<file path="src/rtl/core/sha256_stream_hasher_core_assert.svh">
// ----------------------------------------------------------------------------
// sha256_stream_hasher_core_assert.svh
// Assertion macros used by the hasher core RTL.
// ----------------------------------------------------------------------------
`ifndef SHA256_STREAM_HASHER_CORE_ASSERT_SVH
`define SHA256_STREAM_HASHER_CORE_ASSERT_SVH

// same-cycle implication, checked out of reset
`define SHASH_ASSERT_IMPL(label, ante, cons, msg) \
    label: assert property (@(posedge i_clk) disable iff (!i_rst_n) \
        (ante) |-> (cons)) else $error(msg);

// next-cycle implication, checked out of reset
`define SHASH_ASSERT_NEXT(label, ante, cons, msg) \
    label: assert property (@(posedge i_clk) disable iff (!i_rst_n) \
        (ante) |=> (cons)) else $error(msg);

`endif

</file>
<file path="src/rtl/core/shash_pkg.sv">
// ----------------------------------------------------------------------------
// shash_pkg
// Types, constants and round functions for the SHA-256 stream hasher.
// ----------------------------------------------------------------------------
package shash_pkg;

    localparam int WORD_W     = 32;
    localparam int HASH_DEPTH = 8;
    localparam int HASH_AW    = 3;
    localparam int BUF_DEPTH  = 16;
    localparam int BUF_AW     = 4;
    localparam int FILL_W     = 6;
    localparam int TOTAL_W    = 61;

    localparam logic [7:0] PAD_BYTE = 8'h80;

    localparam logic [31:0] HASH_INIT [HASH_DEPTH] = '{
        32'h6a09e667, 32'hbb67ae85, 32'h3c6ef372, 32'ha54ff53a,
        32'h510e527f, 32'h9b05688c, 32'h1f83d9ab, 32'h5be0cd19
    };

    localparam logic [31:0] ROUND_K [64] = '{
        32'h428a2f98, 32'h71374491, 32'hb5c0fbcf, 32'he9b5dba5,
        32'h3956c25b, 32'h59f111f1, 32'h923f82a4, 32'hab1c5ed5,
        32'hd807aa98, 32'h12835b01, 32'h243185be, 32'h550c7dc3,
        32'h72be5d74, 32'h80deb1fe, 32'h9bdc06a7, 32'hc19bf174,
        32'he49b69c1, 32'hefbe4786, 32'h0fc19dc6, 32'h240ca1cc,
        32'h2de92c6f, 32'h4a7484aa, 32'h5cb0a9dc, 32'h76f988da,
        32'h983e5152, 32'ha831c66d, 32'hb00327c8, 32'hbf597fc7,
        32'hc6e00bf3, 32'hd5a79147, 32'h06ca6351, 32'h14292967,
        32'h27b70a85, 32'h2e1b2138, 32'h4d2c6dfc, 32'h53380d13,
        32'h650a7354, 32'h766a0abb, 32'h81c2c92e, 32'h92722c85,
        32'ha2bfe8a1, 32'ha81a664b, 32'hc24b8b70, 32'hc76c51a3,
        32'hd192e819, 32'hd6990624, 32'hf40e3585, 32'h106aa070,
        32'h19a4c116, 32'h1e376c08, 32'h2748774c, 32'h34b0bcb5,
        32'h391c0cb3, 32'h4ed8aa4a, 32'h5b9cca4f, 32'h682e6ff3,
        32'h748f82ee, 32'h78a5636f, 32'h84c87814, 32'h8cc70208,
        32'h90befffa, 32'ha4506ceb, 32'hbef9a3f7, 32'hc67178f2
    };

    typedef struct packed {
        logic [31:0] msg_word;
        logic [2:0]  byte_count;
        logic        is_last;
    } t_in_item;

    typedef struct packed {
        logic [31:0] digest_word;
        logic [2:0]  word_index;
        logic        last_word;
    } t_out_item;

    typedef struct packed {
        logic [BUF_AW-1:0] pad_idx;
        logic [31:0]       pad_word;
        logic [63:0]       bit_len;
        logic              late_pad;
    } t_fill_info;

    typedef struct packed {
        logic              we;
        logic [BUF_AW-1:0] addr;
        logic [31:0]       data;
    } t_buf_wr;

    typedef struct packed {
        logic               we;
        logic [HASH_AW-1:0] waddr;
        logic [31:0]        wdata;
        logic [HASH_AW-1:0] raddr;
    } t_hash_req;

    function automatic logic [31:0] rotr(input logic [31:0] x, input int n);
        return (x >> n) | (x << (32 - n));
    endfunction

    function automatic logic [31:0] big_sigma0(input logic [31:0] x);
        return rotr(x, 2) ^ rotr(x, 13) ^ rotr(x, 22);
    endfunction

    function automatic logic [31:0] big_sigma1(input logic [31:0] x);
        return rotr(x, 6) ^ rotr(x, 11) ^ rotr(x, 25);
    endfunction

    function automatic logic [31:0] small_sigma0(input logic [31:0] x);
        return rotr(x, 7) ^ rotr(x, 18) ^ (x >> 3);
    endfunction

    function automatic logic [31:0] small_sigma1(input logic [31:0] x);
        return rotr(x, 17) ^ rotr(x, 19) ^ (x >> 10);
    endfunction

endpackage

</file>
<file path="src/rtl/core/sha256_stream_hasher_core.sv">
// ----------------------------------------------------------------------------
// sha256_stream_hasher_core
// SHA-256 over a stream of big-endian message words, eight digest words out.
//
//   channel | dir | handshake                  | payload
//   --------+-----+----------------------------+------------------------
//   in      | in  | i_in_valid / o_in_stall    | i_in_item  (t_in_item)
//   out     | out | o_out_valid / i_out_stall  | o_out_item (t_out_item)
//
// An item that leaves its block open leaves the sequencer idle, so such items are taken back to back.
// A completed block loads the hash words from the hash RAM, runs 64 rounds at
// one per cycle, then adds back through the single hash RAM port pair.
// A last item runs one or two padding blocks, then reads, loads and presents each digest word.
// After reset a pass writes the eight initial hash words; input stalls.
// Output stall holds the digest word register and the sequencer.
// ----------------------------------------------------------------------------
module sha256_stream_hasher_core (
    input  logic                 i_clk,
    input  logic                 i_rst_n,
    input  logic                 i_in_valid,
    output logic                 o_in_stall,
    input  shash_pkg::t_in_item  i_in_item,
    output logic                 o_out_valid,
    input  logic                 i_out_stall,
    output shash_pkg::t_out_item o_out_item
);
    import shash_pkg::*;

    `include "sha256_stream_hasher_core_assert.svh"

    logic              w_in_accept;
    logic              w_fill_clear;
    logic              w_block_full;
    t_fill_info        w_fill_info;
    t_buf_wr           w_buf_wr;
    logic [BUF_AW-1:0] w_buf_raddr;
    logic [31:0]       w_buf_rdata;
    t_hash_req         w_hash_req;
    logic [31:0]       w_hash_rdata;

    assign w_in_accept = i_in_valid && !o_in_stall;

    shash_fill u_fill (
        .i_clk        (i_clk),
        .i_rst_n      (i_rst_n),
        .i_accept     (w_in_accept),
        .i_clear      (w_fill_clear),
        .i_item       (i_in_item),
        .o_buf_wr     (w_buf_wr),
        .o_block_full (w_block_full),
        .o_info       (w_fill_info)
    );

    shash_ram #(
        .WIDTH (WORD_W),
        .DEPTH (BUF_DEPTH)
    ) u_buf_ram (
        .i_clk   (i_clk),
        .i_we    (w_buf_wr.we),
        .i_waddr (w_buf_wr.addr),
        .i_wdata (w_buf_wr.data),
        .i_raddr (w_buf_raddr),
        .o_rdata (w_buf_rdata)
    );

    shash_ram #(
        .WIDTH (WORD_W),
        .DEPTH (HASH_DEPTH)
    ) u_hash_ram (
        .i_clk   (i_clk),
        .i_we    (w_hash_req.we),
        .i_waddr (w_hash_req.waddr),
        .i_wdata (w_hash_req.wdata),
        .i_raddr (w_hash_req.raddr),
        .o_rdata (w_hash_rdata)
    );

    shash_engine u_engine (
        .i_clk        (i_clk),
        .i_rst_n      (i_rst_n),
        .i_accept     (w_in_accept),
        .i_is_last    (i_in_item.is_last),
        .i_block_full (w_block_full),
        .i_fill       (w_fill_info),
        .o_fill_clear (w_fill_clear),
        .o_buf_raddr  (w_buf_raddr),
        .i_buf_rdata  (w_buf_rdata),
        .o_hash       (w_hash_req),
        .i_hash_rdata (w_hash_rdata),
        .i_out_stall  (i_out_stall),
        .o_out_valid  (o_out_valid),
        .o_out_item   (o_out_item),
        .o_busy       (o_in_stall)
    );

    `SHASH_ASSERT_IMPL(a_no_in_during_out, w_in_accept, !o_out_valid, "item taken during digest")
    `SHASH_ASSERT_IMPL(a_hash_wr_busy, w_hash_req.we, o_in_stall, "hash RAM written while idle")
    `SHASH_ASSERT_NEXT(a_digest_end, o_out_valid && !i_out_stall && o_out_item.last_word, !o_out_valid, "extra digest word")

endmodule

</file>
<file path="src/rtl/core/shash_ram.sv">
// ----------------------------------------------------------------------------
// shash_ram
// Generic simple dual-port RAM: one write port, one registered read port.
// ----------------------------------------------------------------------------
module shash_ram #(
    parameter int WIDTH = 32,
    parameter int DEPTH = 16
) (
    input  logic                     i_clk,
    input  logic                     i_we,
    input  logic [$clog2(DEPTH)-1:0] i_waddr,
    input  logic [WIDTH-1:0]         i_wdata,
    input  logic [$clog2(DEPTH)-1:0] i_raddr,
    output logic [WIDTH-1:0]         o_rdata
);

    logic [WIDTH-1:0] r_mem [DEPTH];
    logic [WIDTH-1:0] r_rdata;

    always_ff @(posedge i_clk) begin
        if (i_we) begin
            r_mem[i_waddr] <= i_wdata;
        end
        r_rdata <= r_mem[i_raddr];
    end

    assign o_rdata = r_rdata;

endmodule

</file>
<file path="src/rtl/core/shash_fill.sv">
// ----------------------------------------------------------------------------
// shash_fill
// Byte packer: places item bytes into the block buffer, tracks the fill
// position, the open partial word and the running byte total.
// ----------------------------------------------------------------------------
module shash_fill (
    input  logic                  i_clk,
    input  logic                  i_rst_n,
    input  logic                  i_accept,
    input  logic                  i_clear,
    input  shash_pkg::t_in_item   i_item,
    output shash_pkg::t_buf_wr    o_buf_wr,
    output logic                  o_block_full,
    output shash_pkg::t_fill_info o_info
);
    import shash_pkg::*;

    logic [FILL_W-1:0]  r_fill;
    logic [31:0]        r_part;
    logic [TOTAL_W-1:0] r_total;

    logic [2:0]        cnt;
    logic [1:0]        off;
    logic [2:0]        off_sum;
    logic [FILL_W:0]   sum;
    logic [31:0]       mword;
    logic [63:0]       merged;
    logic [31:0]       n_part;
    logic [31:0]       pad_bit;

    assign cnt     = (i_item.byte_count > 3'd4) ? 3'd4 : i_item.byte_count;
    assign off     = r_fill[1:0];
    assign off_sum = {1'b0, off} + cnt;
    assign sum     = {1'b0, r_fill} + {{(FILL_W-2){1'b0}}, cnt};

    always_comb begin
        case (cnt)
            3'd0:    mword = 32'h0;
            3'd1:    mword = {i_item.msg_word[31:24], 24'h0};
            3'd2:    mword = {i_item.msg_word[31:16], 16'h0};
            3'd3:    mword = {i_item.msg_word[31:8], 8'h0};
            default: mword = i_item.msg_word;
        endcase
    end

    assign merged = {r_part, 32'h0} | ({mword, 32'h0} >> {off, 3'b000});
    assign n_part = off_sum[2] ? merged[31:0] : merged[63:32];

    always_comb begin
        case (off)
            2'd0:    pad_bit = {PAD_BYTE, 24'h0};
            2'd1:    pad_bit = {8'h0, PAD_BYTE, 16'h0};
            2'd2:    pad_bit = {16'h0, PAD_BYTE, 8'h0};
            default: pad_bit = {24'h0, PAD_BYTE};
        endcase
    end

    assign o_buf_wr.we   = i_accept;
    assign o_buf_wr.addr = r_fill[FILL_W-1:2];
    assign o_buf_wr.data = merged[63:32];
    assign o_block_full  = sum[FILL_W];

    assign o_info.pad_idx  = r_fill[FILL_W-1:2];
    assign o_info.pad_word = r_part | pad_bit;
    assign o_info.bit_len  = {r_total, 3'b000};
    assign o_info.late_pad = (r_fill >= 6'd56);

    always_ff @(posedge i_clk) begin
        if (!i_rst_n || i_clear) begin
            r_fill  <= '0;
            r_part  <= '0;
            r_total <= '0;
        end else if (i_accept) begin
            r_fill  <= sum[FILL_W-1:0];
            r_part  <= n_part;
            r_total <= r_total + {{(TOTAL_W-3){1'b0}}, cnt};
        end
    end

endmodule

</file>
<file path="src/rtl/core/shash_engine.sv">
// ----------------------------------------------------------------------------
// shash_engine
// Block sequencer: loads the hash words from RAM, runs 64 rounds with a
// 16-word schedule window, adds back into RAM and streams out the digest.
// ----------------------------------------------------------------------------
module shash_engine (
    input  logic                          i_clk,
    input  logic                          i_rst_n,
    input  logic                          i_accept,
    input  logic                          i_is_last,
    input  logic                          i_block_full,
    input  shash_pkg::t_fill_info         i_fill,
    output logic                          o_fill_clear,
    output logic [shash_pkg::BUF_AW-1:0]  o_buf_raddr,
    input  logic [31:0]                   i_buf_rdata,
    output shash_pkg::t_hash_req          o_hash,
    input  logic [31:0]                   i_hash_rdata,
    input  logic                          i_out_stall,
    output logic                          o_out_valid,
    output shash_pkg::t_out_item          o_out_item,
    output logic                          o_busy
);
    import shash_pkg::*;

    typedef enum logic [2:0] {
        S_INIT, S_IDLE, S_LOAD, S_ROUND, S_FINAL, S_EMIT_RD, S_EMIT_LD, S_EMIT_WT
    } t_state;

    typedef enum logic [1:0] {
        M_NORMAL, M_PAD, M_LEN
    } t_mode;

    t_state      r_state;
    t_mode       r_mode;
    logic        r_last;
    logic [3:0]  r_cnt;
    logic [5:0]  r_round;
    logic [31:0] r_v [8];
    logic [31:0] r_s [16];
    logic        r_ov;
    t_out_item   r_out;

    logic [BUF_AW-1:0] j;
    logic [31:0]       w_pick;
    logic [31:0]       w_sched;
    logic [31:0]       w_next;
    logic [31:0]       t1;
    logic [31:0]       t2;

    assign j = (r_state == S_LOAD) ? 4'd0 : r_round[3:0] + 4'd1;

    always_comb begin
        case (r_mode)
            M_NORMAL: w_pick = i_buf_rdata;
            M_PAD: begin
                if (j < i_fill.pad_idx) begin
                    w_pick = i_buf_rdata;
                end else if (j == i_fill.pad_idx) begin
                    w_pick = i_fill.pad_word;
                end else if (!i_fill.late_pad && j == 4'd14) begin
                    w_pick = i_fill.bit_len[63:32];
                end else if (!i_fill.late_pad && j == 4'd15) begin
                    w_pick = i_fill.bit_len[31:0];
                end else begin
                    w_pick = 32'h0;
                end
            end
            M_LEN: begin
                if (j == 4'd14) begin
                    w_pick = i_fill.bit_len[63:32];
                end else if (j == 4'd15) begin
                    w_pick = i_fill.bit_len[31:0];
                end else begin
                    w_pick = 32'h0;
                end
            end
            default: w_pick = 32'h0;
        endcase
    end

    assign w_sched = small_sigma1(r_s[14]) + r_s[9] + small_sigma0(r_s[1]) + r_s[0];
    assign w_next  = (r_round < 6'd15) ? w_pick : w_sched;

    assign t1 = r_v[7] + big_sigma1(r_v[4]) + ((r_v[4] & r_v[5]) ^ (~r_v[4] & r_v[6]))
              + ROUND_K[r_round] + r_s[15];
    assign t2 = big_sigma0(r_v[0])
              + ((r_v[0] & r_v[1]) ^ (r_v[0] & r_v[2]) ^ (r_v[1] & r_v[2]));

    always_comb begin
        case (r_state)
            S_LOAD:  o_buf_raddr = (r_cnt == 4'd8) ? 4'd1 : 4'd0;
            S_ROUND: o_buf_raddr = r_round[3:0] + 4'd2;
            default: o_buf_raddr = 4'd0;
        endcase
    end

    always_comb begin
        o_hash.we    = 1'b0;
        o_hash.waddr = r_cnt[HASH_AW-1:0];
        o_hash.wdata = HASH_INIT[r_cnt[HASH_AW-1:0]];
        o_hash.raddr = r_cnt[HASH_AW-1:0];
        case (r_state)
            S_INIT:    o_hash.we = 1'b1;
            S_EMIT_LD: o_hash.we = 1'b1;
            S_FINAL: begin
                o_hash.we    = (r_cnt != 4'd0);
                o_hash.waddr = r_cnt[HASH_AW-1:0] - 3'd1;
                o_hash.wdata = i_hash_rdata + r_v[0];
            end
            default: o_hash.we = 1'b0;
        endcase
    end

    assign o_fill_clear = (r_state == S_EMIT_WT) && !i_out_stall && (r_cnt == 4'd7);
    assign o_busy       = (r_state != S_IDLE);
    assign o_out_valid  = r_ov;
    assign o_out_item   = r_out;

    always_ff @(posedge i_clk) begin
        if (!i_rst_n) begin
            r_state <= S_INIT;
            r_mode  <= M_NORMAL;
            r_last  <= 1'b0;
            r_cnt   <= '0;
            r_round <= '0;
            r_ov    <= 1'b0;
        end else begin
            case (r_state)
                S_INIT: begin
                    if (r_cnt == 4'd7) begin
                        r_cnt   <= '0;
                        r_state <= S_IDLE;
                    end else begin
                        r_cnt <= r_cnt + 4'd1;
                    end
                end
                S_IDLE: begin
                    if (i_accept) begin
                        r_last <= i_is_last;
                        r_cnt  <= '0;
                        if (i_block_full) begin
                            r_mode  <= M_NORMAL;
                            r_state <= S_LOAD;
                        end else if (i_is_last) begin
                            r_mode  <= M_PAD;
                            r_state <= S_LOAD;
                        end
                    end
                end
                S_LOAD: begin
                    if (r_cnt != 4'd0) begin
                        for (int i = 0; i < 7; i++) begin
                            r_v[i] <= r_v[i+1];
                        end
                        r_v[7] <= i_hash_rdata;
                    end
                    if (r_cnt == 4'd8) begin
                        for (int i = 0; i < 15; i++) begin
                            r_s[i] <= r_s[i+1];
                        end
                        r_s[15] <= w_pick;
                        r_round <= '0;
                        r_cnt   <= '0;
                        r_state <= S_ROUND;
                    end else begin
                        r_cnt <= r_cnt + 4'd1;
                    end
                end
                S_ROUND: begin
                    r_v[0] <= t1 + t2;
                    r_v[1] <= r_v[0];
                    r_v[2] <= r_v[1];
                    r_v[3] <= r_v[2];
                    r_v[4] <= r_v[3] + t1;
                    r_v[5] <= r_v[4];
                    r_v[6] <= r_v[5];
                    r_v[7] <= r_v[6];
                    for (int i = 0; i < 15; i++) begin
                        r_s[i] <= r_s[i+1];
                    end
                    r_s[15] <= w_next;
                    if (r_round == 6'd63) begin
                        r_round <= '0;
                        r_cnt   <= '0;
                        r_state <= S_FINAL;
                    end else begin
                        r_round <= r_round + 6'd1;
                    end
                end
                S_FINAL: begin
                    if (r_cnt != 4'd0) begin
                        for (int i = 0; i < 7; i++) begin
                            r_v[i] <= r_v[i+1];
                        end
                    end
                    if (r_cnt == 4'd8) begin
                        r_cnt <= '0;
                        case (r_mode)
                            M_NORMAL: begin
                                if (r_last) begin
                                    r_mode  <= M_PAD;
                                    r_state <= S_LOAD;
                                end else begin
                                    r_state <= S_IDLE;
                                end
                            end
                            M_PAD: begin
                                if (i_fill.late_pad) begin
                                    r_mode  <= M_LEN;
                                    r_state <= S_LOAD;
                                end else begin
                                    r_state <= S_EMIT_RD;
                                end
                            end
                            default: r_state <= S_EMIT_RD;
                        endcase
                    end else begin
                        r_cnt <= r_cnt + 4'd1;
                    end
                end
                S_EMIT_RD: r_state <= S_EMIT_LD;
                S_EMIT_LD: begin
                    r_out.digest_word <= i_hash_rdata;
                    r_out.word_index  <= r_cnt[2:0];
                    r_out.last_word   <= (r_cnt == 4'd7);
                    r_ov              <= 1'b1;
                    r_state           <= S_EMIT_WT;
                end
                S_EMIT_WT: begin
                    if (!i_out_stall) begin
                        r_ov <= 1'b0;
                        if (r_cnt == 4'd7) begin
                            r_cnt   <= '0;
                            r_last  <= 1'b0;
                            r_state <= S_IDLE;
                        end else begin
                            r_cnt   <= r_cnt + 4'd1;
                            r_state <= S_EMIT_RD;
                        end
                    end
                end
                default: r_state <= S_IDLE;
            endcase
        end
    end

endmodule

</file>
<file path="config.mk">
export PLATFORM = sky130hd
export DESIGN_NAME = sha256_stream_hasher_core
export DESIGN_NICKNAME = d
export VERILOG_FILES = /design/src/rtl/core/shash_pkg.sv /design/src/rtl/core/sha256_stream_hasher_core.sv /design/src/rtl/core/shash_ram.sv /design/src/rtl/core/shash_fill.sv /design/src/rtl/core/shash_engine.sv
export VERILOG_INCLUDE_DIRS = /design/src /design/src/rtl/core
export SDC_FILE = /design/constraint.sdc
export NUM_CORES = 2
export LEC_CHECK = 0
export ABC_AREA = 0
export BUFFER_PORTS_ARGS = -buffer_cell sky130_fd_sc_hd__buf_2
export CAP_MARGIN = 20
export CELL_PAD_IN_SITES_DETAIL_PLACEMENT = 1
export CELL_PAD_IN_SITES_GLOBAL_PLACEMENT = 1
export CORE_ASPECT_RATIO = 0.75
export CORE_MARGIN = 2
export CORE_UTILIZATION = 54
export CTS_CLUSTER_SIZE = 25
export DETAILED_ROUTE_END_ITERATION = 6
export PLACE_DENSITY = 0.87
export SETUP_SLACK_MARGIN = 0.4
export SYNTH_ARGS = -nofsm -noshare
export SYNTH_HDL_FRONTEND = slang
export SYNTH_SLANG_ARGS = --single-unit
export TNS_END_PERCENT = 30
</file>
<file path="constraint.sdc">
create_clock -name i_clk -period 21.7 [get_ports i_clk]
set_input_delay 3.255 -clock i_clk [delete_from_list [all_inputs] [get_ports i_clk]]
set_output_delay 3.255 -clock i_clk [all_outputs]
set_load 0.05 [all_outputs]
</file>
## Yosys cells after proc, flatten, opt, wreduce, memory -nomap -nowiden

Memory sizes are Yosys's and may differ from the RTL's. A register that Yosys moved wholly into a read port is not among the register bits.
Index checks and enable logic that the tools add are counted.

- Register bits after elaboration: 152
- Latch bits: 0
- Memory bits (writable): 1536
- ROM bits: 2304
- Output and inout bits: 38
- Word-level logic and storage cells: 273
- Memories: 6

- Add/sub/neg operators: 19
- Multipliers: 0
- Divide/modulo/power cells: 0
- $lt $le $gt $ge: 6
- Eq/ne operators: 32
- Shift-type cells: 1
- Muxes and demuxes: 106
- Bitwise operators: 62
- Reduce and logical (&&, ||, !) cells: 29

Memory list:

| memory | depth | bits a word | read ports | clocked after Yosys merged registers in | write ports | RTL line | RTL |
|---|---|---|---|---|---|---|---|
| (no name shown) | 64 | 32 | 1 | 0 | 0 | shash_engine.sv:85 | `+ ROUND_K[r_round] + r_s[15];` |
| u_buf_ram.r_mem | 16 | 32 | 1 | 1 | 1 | shash_ram.sv:17 | `logic [WIDTH-1:0] r_mem [DEPTH];` |
| u_engine.r_s | 16 | 32 | 16 | 0 | 16 | shash_engine.sv:39 | `logic [31:0] r_s [16];` |
| (no name shown) | 8 | 32 | 1 | 0 | 0 | shash_engine.sv:100 | `o_hash.wdata = HASH_INIT[r_cnt[HASH_AW-1:0]];` |
| u_engine.r_v | 8 | 32 | 8 | 0 | 8 | shash_engine.sv:38 | `logic [31:0] r_v [8];` |
| u_hash_ram.r_mem | 8 | 32 | 1 | 1 | 1 | shash_ram.sv:17 |  |

Operators with widths:

| operator | count |
|---|---|
| 2-to-1 mux 32 bit | 43 |
| adder 32 bit | 11 |
| XOR 32 bit | 9 |
| case mux 32 bit (3 select lines) | 2 |
| bitwise AND 32 bit | 5 |
| case mux 32 bit (4 select lines) | 1 |
| OR 64 bit | 1 |
| >> shifter 64 x 5 -> 64 bit | 1 |
| adder 61 x 3 -> 61 bit | 1 |
| 2-to-1 mux 35 bit | 1 |
| 2-to-1 mux 3 bit | 11 |
| inverter 32 bit | 1 |
| OR 10 x 32 -> 32 bit | 1 |
| OR 13 x 32 -> 32 bit | 1 |
| OR 14 x 32 -> 32 bit | 1 |
| OR 15 x 32 -> 32 bit | 1 |
| OR 19 x 32 -> 32 bit | 1 |
| OR 21 x 32 -> 32 bit | 1 |
| OR 25 x 32 -> 32 bit | 1 |
| OR 26 x 32 -> 32 bit | 1 |
| OR 30 x 32 -> 32 bit | 1 |
| OR 32 bit | 1 |
| OR 7 x 32 -> 32 bit | 1 |
| XOR 32 x 22 -> 32 bit | 1 |
| 53 further kinds | 156 |

## Longest topological paths before layout

- Depth in word-level cells: 11
- Depth in mapped cells: 41
- Gate-level depth less buffers: 39

## Modules after synthesis

From an unflattened synthesis, not the netlist that was laid out.

- Cells, all modules: 6120
- Area, all modules: 84603.6 um^2

By module, submodules not included:

| module | times used | cells an instance | area an instance (um^2) | seq. area each (um^2) |
|---|---|---|---|---|
| shash_engine | 1 | 4160 | 48627.9 | 24483.5 |
| shash_ram (u_buf_ram) | 1 | 838 | 19835.3 | 16015.4 |
| shash_ram (u_hash_ram) | 1 | 415 | 10466.3 | 8328.0 |
| shash_fill | 1 | 706 | 5660.4 | 1981.9 |
| sha256_stream_hasher_core | 1 | 1 | 13.8 | 0.0 |

## Least setup slack after synthesis

OpenSTA, ideal clock, no wires.

- Path type: input to register
- Start: input port i_rst_n
- End: memory u_engine.r_s[0][0] (enable)
- Setup time: 940 ps
- Arrival time: 15452 ps
- Required time: 20760 ps
- Path slack: 5308 ps
- Stages on the path: 4
- Path buffers: 3
- Cells stage by stage: clkbuf_1 clkbuf_1 clkbuf_1 and2_1

RTL lines:

| element | RTL line | RTL |
|---|---|---|
| start: declaration | sha256_stream_hasher_core.sv:19 | `input logic i_rst_n,` |
| end: declaration | shash_engine.sv:39 |  |

==> summary.md <==
| Metric | Value |
|---|---|
| Status | `completed` |
| Main flop type after synthesis | `edfxtp_1` |
| DRT Pass-1 Iters | `6` |
| Max-cap violations | `0` |
| Placed insts | `7,924` |
| CTS tree | `built` |
| Setup CP Type | `reg2reg` |
| WL/cell | `32.8 um` |
| Final slew viol count | `0` |
| Die area | `158,000 um2` |
| Core area | `154,000 um2` |
| Met3 WL | `32,500 um` |
| Vias in the first global route | `56.2k` |
| Placement Cell Area | `86,400 um2` |
| Total power | `7.19 mW` |
| CTS clock-pin slew for the worst setup and hold paths | `0.07 ns` |
| Ys async rst share | `0` |
| Final hold violations | `0` |
| DR vias | `54.9k` |
| CP Launch Type | `flip-flop` |
| Post-Route M1 WL | `109,000 um` |
| Metal2 WL | `120,000 um` |
| Final HPWL DP | `184,000 um` |
| H-tree Lvls | `4` |
| Max_slew headroom | `0.147` |
| Post-synthesis average cell area | `13.9 um2` |
| # port buffers | `77` |
| DRC violations left | `0` |
| Critical path fanouts, max | `88` |
| Total Nets Final | `6,503` |
| Synthesized area | `83,700 um2` |
| Slowest-stage cell, CP | `dfxtp_4` |
| Ys Warns | `0` |
| Initial antenna violation count | `23` |
| Setup crit end kind | `flip-flop` |
| Top layer in use | `met5` |
| Leakage Power | `30.8 nW` |
| Routed wire length | `271,000 um` |
| Post-synth EDFFs | `1,572` |
| CTS Buffer Depth | `3` |
| Synth Instances | `6,040` |
| Setup TNS | `0 ns` |
| Clk_skew | `0.0652 ns` |
| Hold WC Path Type | `reg2reg` |
| Cell area after layout | `92,300 um2` |
| Die Span Y | `345 um` |
| Top-count cell post-synth | `edfxtp_1` |
| Worst setup margin | `11.15 ns` |
| Req. time, crit path | `22.24 ns` |
| Global-route wire length before repair | `392,000 um` |
| Resized cells post-CTS | `0` |
| VDD IR-drop max | `0.0000834 V` |
| Die Wd | `458 um` |
| Post-synth top cells | `edfxtp_1, nand2_1, xnor2_1, nor2_1, a21oi_1` |
| Flops & latches, synth | `1,752` |
| Final weighted congestion in routability-driven placement | `0.984` |
| Hold buffer count at CTS | `0` |
| Critical Path AT | `11.09 ns` |
| CP bufs+invs | `5` |
| GRT Total Usage | `0.342` |
| Place WS | `11.44 ns` |
| Post-DRT Antenna Nets | `0` |
| CP peak stage delay | `0.82 ns` |
| PwrDens | `77.9 nW/um2` |
| Count of different cell masters after synthesis | `91` |
| Final min period | `10.55 ns` |
| Largest net degree at the start of global routing | `190` |
| F_max | `94.8 MHz` |
| Setup-failing EPs final | `0` |
| Post-CTS setup buffer count | `0` |
| Iteration-0 DRC Markers | `7,907` |
| # clock sinks | `1,752` |
| Area contributors post-synth | `edfxtp_1, mux4_2, fa_1, dfxtp_1, xnor2_1` |
| Rows | `125` |
| Critical path's top delay family | `compound AO/OA/AOI/OAI gates` |
| Non-filler instance count after layout | `8,257` |
| Period utilization | `0.486` |
| Slew @ Worst Pin | `1.26 ns` |
| Layout cell share with drive strength beyond 1 | `0.152` |
| Root Buffer | `clkbuf_16` |
| Total nets after synthesis | `6,465` |
| Worst-Skew Late Latency | `0.86 ns` |
| CTS Buf Count | `169` |
| Ports | `78` |
| Starting Density | `0.542` |
| RSZ-0062 raised after global routing | `no` |
| Vias per cell | `6.65` |
| Synth top area share | `0.564` |
| Sequential area share after synthesis | `0.607` |
| Area delta synth->final | `10.4%` |
| Leading area contributor after synthesis | `edfxtp_1` |
| Total gr overflow | `0` |
==> cell type report <==
cell class	count	area (um2)
diodes	3	7.51
clock buffers	228	4600
clock inverters	87	1110
fillers	14400	62100
inverters	258	968
multi-input cells	3696	30900
flip-flops and latches	1752	50800
well taps	2032	2540
repair buffers	201	1400
==> placed cells by master, fill, tap and decap left out, types with 71 or more instances in the layout <==
| cell type | instances |
|---|---|
| a21oi_1 | 295 |
| inv_1 | 255 |
| buf_2 | 79 |
| nand2_1 | 485 |
| xor2_1 | 142 |
| xnor2_1 | 310 |
| fa_1 | 190 |
| a31oi_1 | 71 |
| edfxtp_1 | 1572 |
| ha_1 | 195 |
| nor2_1 | 278 |
| mux2_2 | 200 |
| o21ai_0 | 259 |
| a21o_1 | 104 |
| dfxtp_1 | 173 |
| mux4_2 | 198 |
| buf_4 | 112 |
| nand3_1 | 95 |
| clkbuf_16 | 169 |
==> registers in the layout, indices dropped and copies added, names as in the netlist <==
name / flops
u_engine.r_state: 3
u_engine.r_v: 256
u_hash_ram.r_mem: 256
u_fill.r_total: 61
u_engine.r_s: 512
u_buf_ram.o_rdata: 32
u_engine.r_last: 1
u_engine.r_round: 6
u_buf_ram.r_mem: 512
u_engine.r_cnt: 4
u_engine.o_out_item: 36
u_engine.r_mode: 2
u_engine.o_out_valid: 1
u_hash_ram.o_rdata: 32
u_fill.r_part: 32
u_fill.r_fill: 6
==> metrics by stage <==
step                utilization  hold WS (ns)
floorplan                     -         0.400
global route              0.598         0.402
global placement          0.560         0.400
CTS                       0.597         0.384
finish                    0.598         0.378
detailed placement        0.560         0.405
==> power by group <==
part / leakage, nW / internal [mW] / switching, mW
Combinational: 13.2 / 0.110 / 0.214
Sequential: 14.9 / 3.71 / 0.0828
Clock: 2.75 / 1.69 / 1.38
==> layer usage <==
layer / up-vias / track usage
li1: 22500 / -
met1: 28200 / 0.488
met2: 3454 / 0.513
met3: 644 / 0.0923
met4: 26 / 0.110
met5: - / 0
==> logic make-up (layout without fill, tap and decap cells) <==
| kind of cell | after synthesis | count (layout) | synth area share |
|---|---|---|---|
| other | 0 | 3 | 0 |
| AND/OR/NAND/NOR | 1253 | 1253 | 0.0691 |
| AO/OA/AOI/OAI | 1156 | 1156 | 0.0883 |
| adder cells (fa/ha/maj) | 407 | 407 | 0.0773 |
| flip-flops | 1752 | 1752 | 0.607 |
| buffers and inverters | 592 | 774 | 0.0269 |
| multiplexers | 428 | 428 | 0.0838 |
| XOR/XNOR | 452 | 452 | 0.0473 |
==> worst paths after layout <==
path,from,end,slack (ns),cells past startpoint
hold reg to reg,u_engine.r_s[0][209]$_DFFE_PP_,u_engine.r_s[0][177]$_DFFE_PP_,0.38,0
hold / removal,u_engine.r_s[0][209]$_DFFE_PP_,u_engine.r_s[0][177]$_DFFE_PP_,0.38,0
setup reg to reg,u_engine.r_round[3]$_SDFFE_PN0P_,u_engine.r_v[0][28]$_DFFE_PP_,11.15,34
setup / recovery,u_engine.r_round[3]$_SDFFE_PN0P_,u_engine.r_v[0][28]$_DFFE_PP_,11.15,34
==> worst reg2reg max path, delay by kind of cell, from the launching register on <==
kind / cells / cell delay [ns]
buffers and inverters: 5 / 1.05
adders and majority gates: 6 / 2.61
and+or+nand+nor: 8 / 1.67
xor gates and xnor gates: 2 / 0.42
DFF: 1 / 0.82
AOI/OAI and AO/OA: 13 / 3.67
No activity file was read; power rests on OpenSTA's default activity.
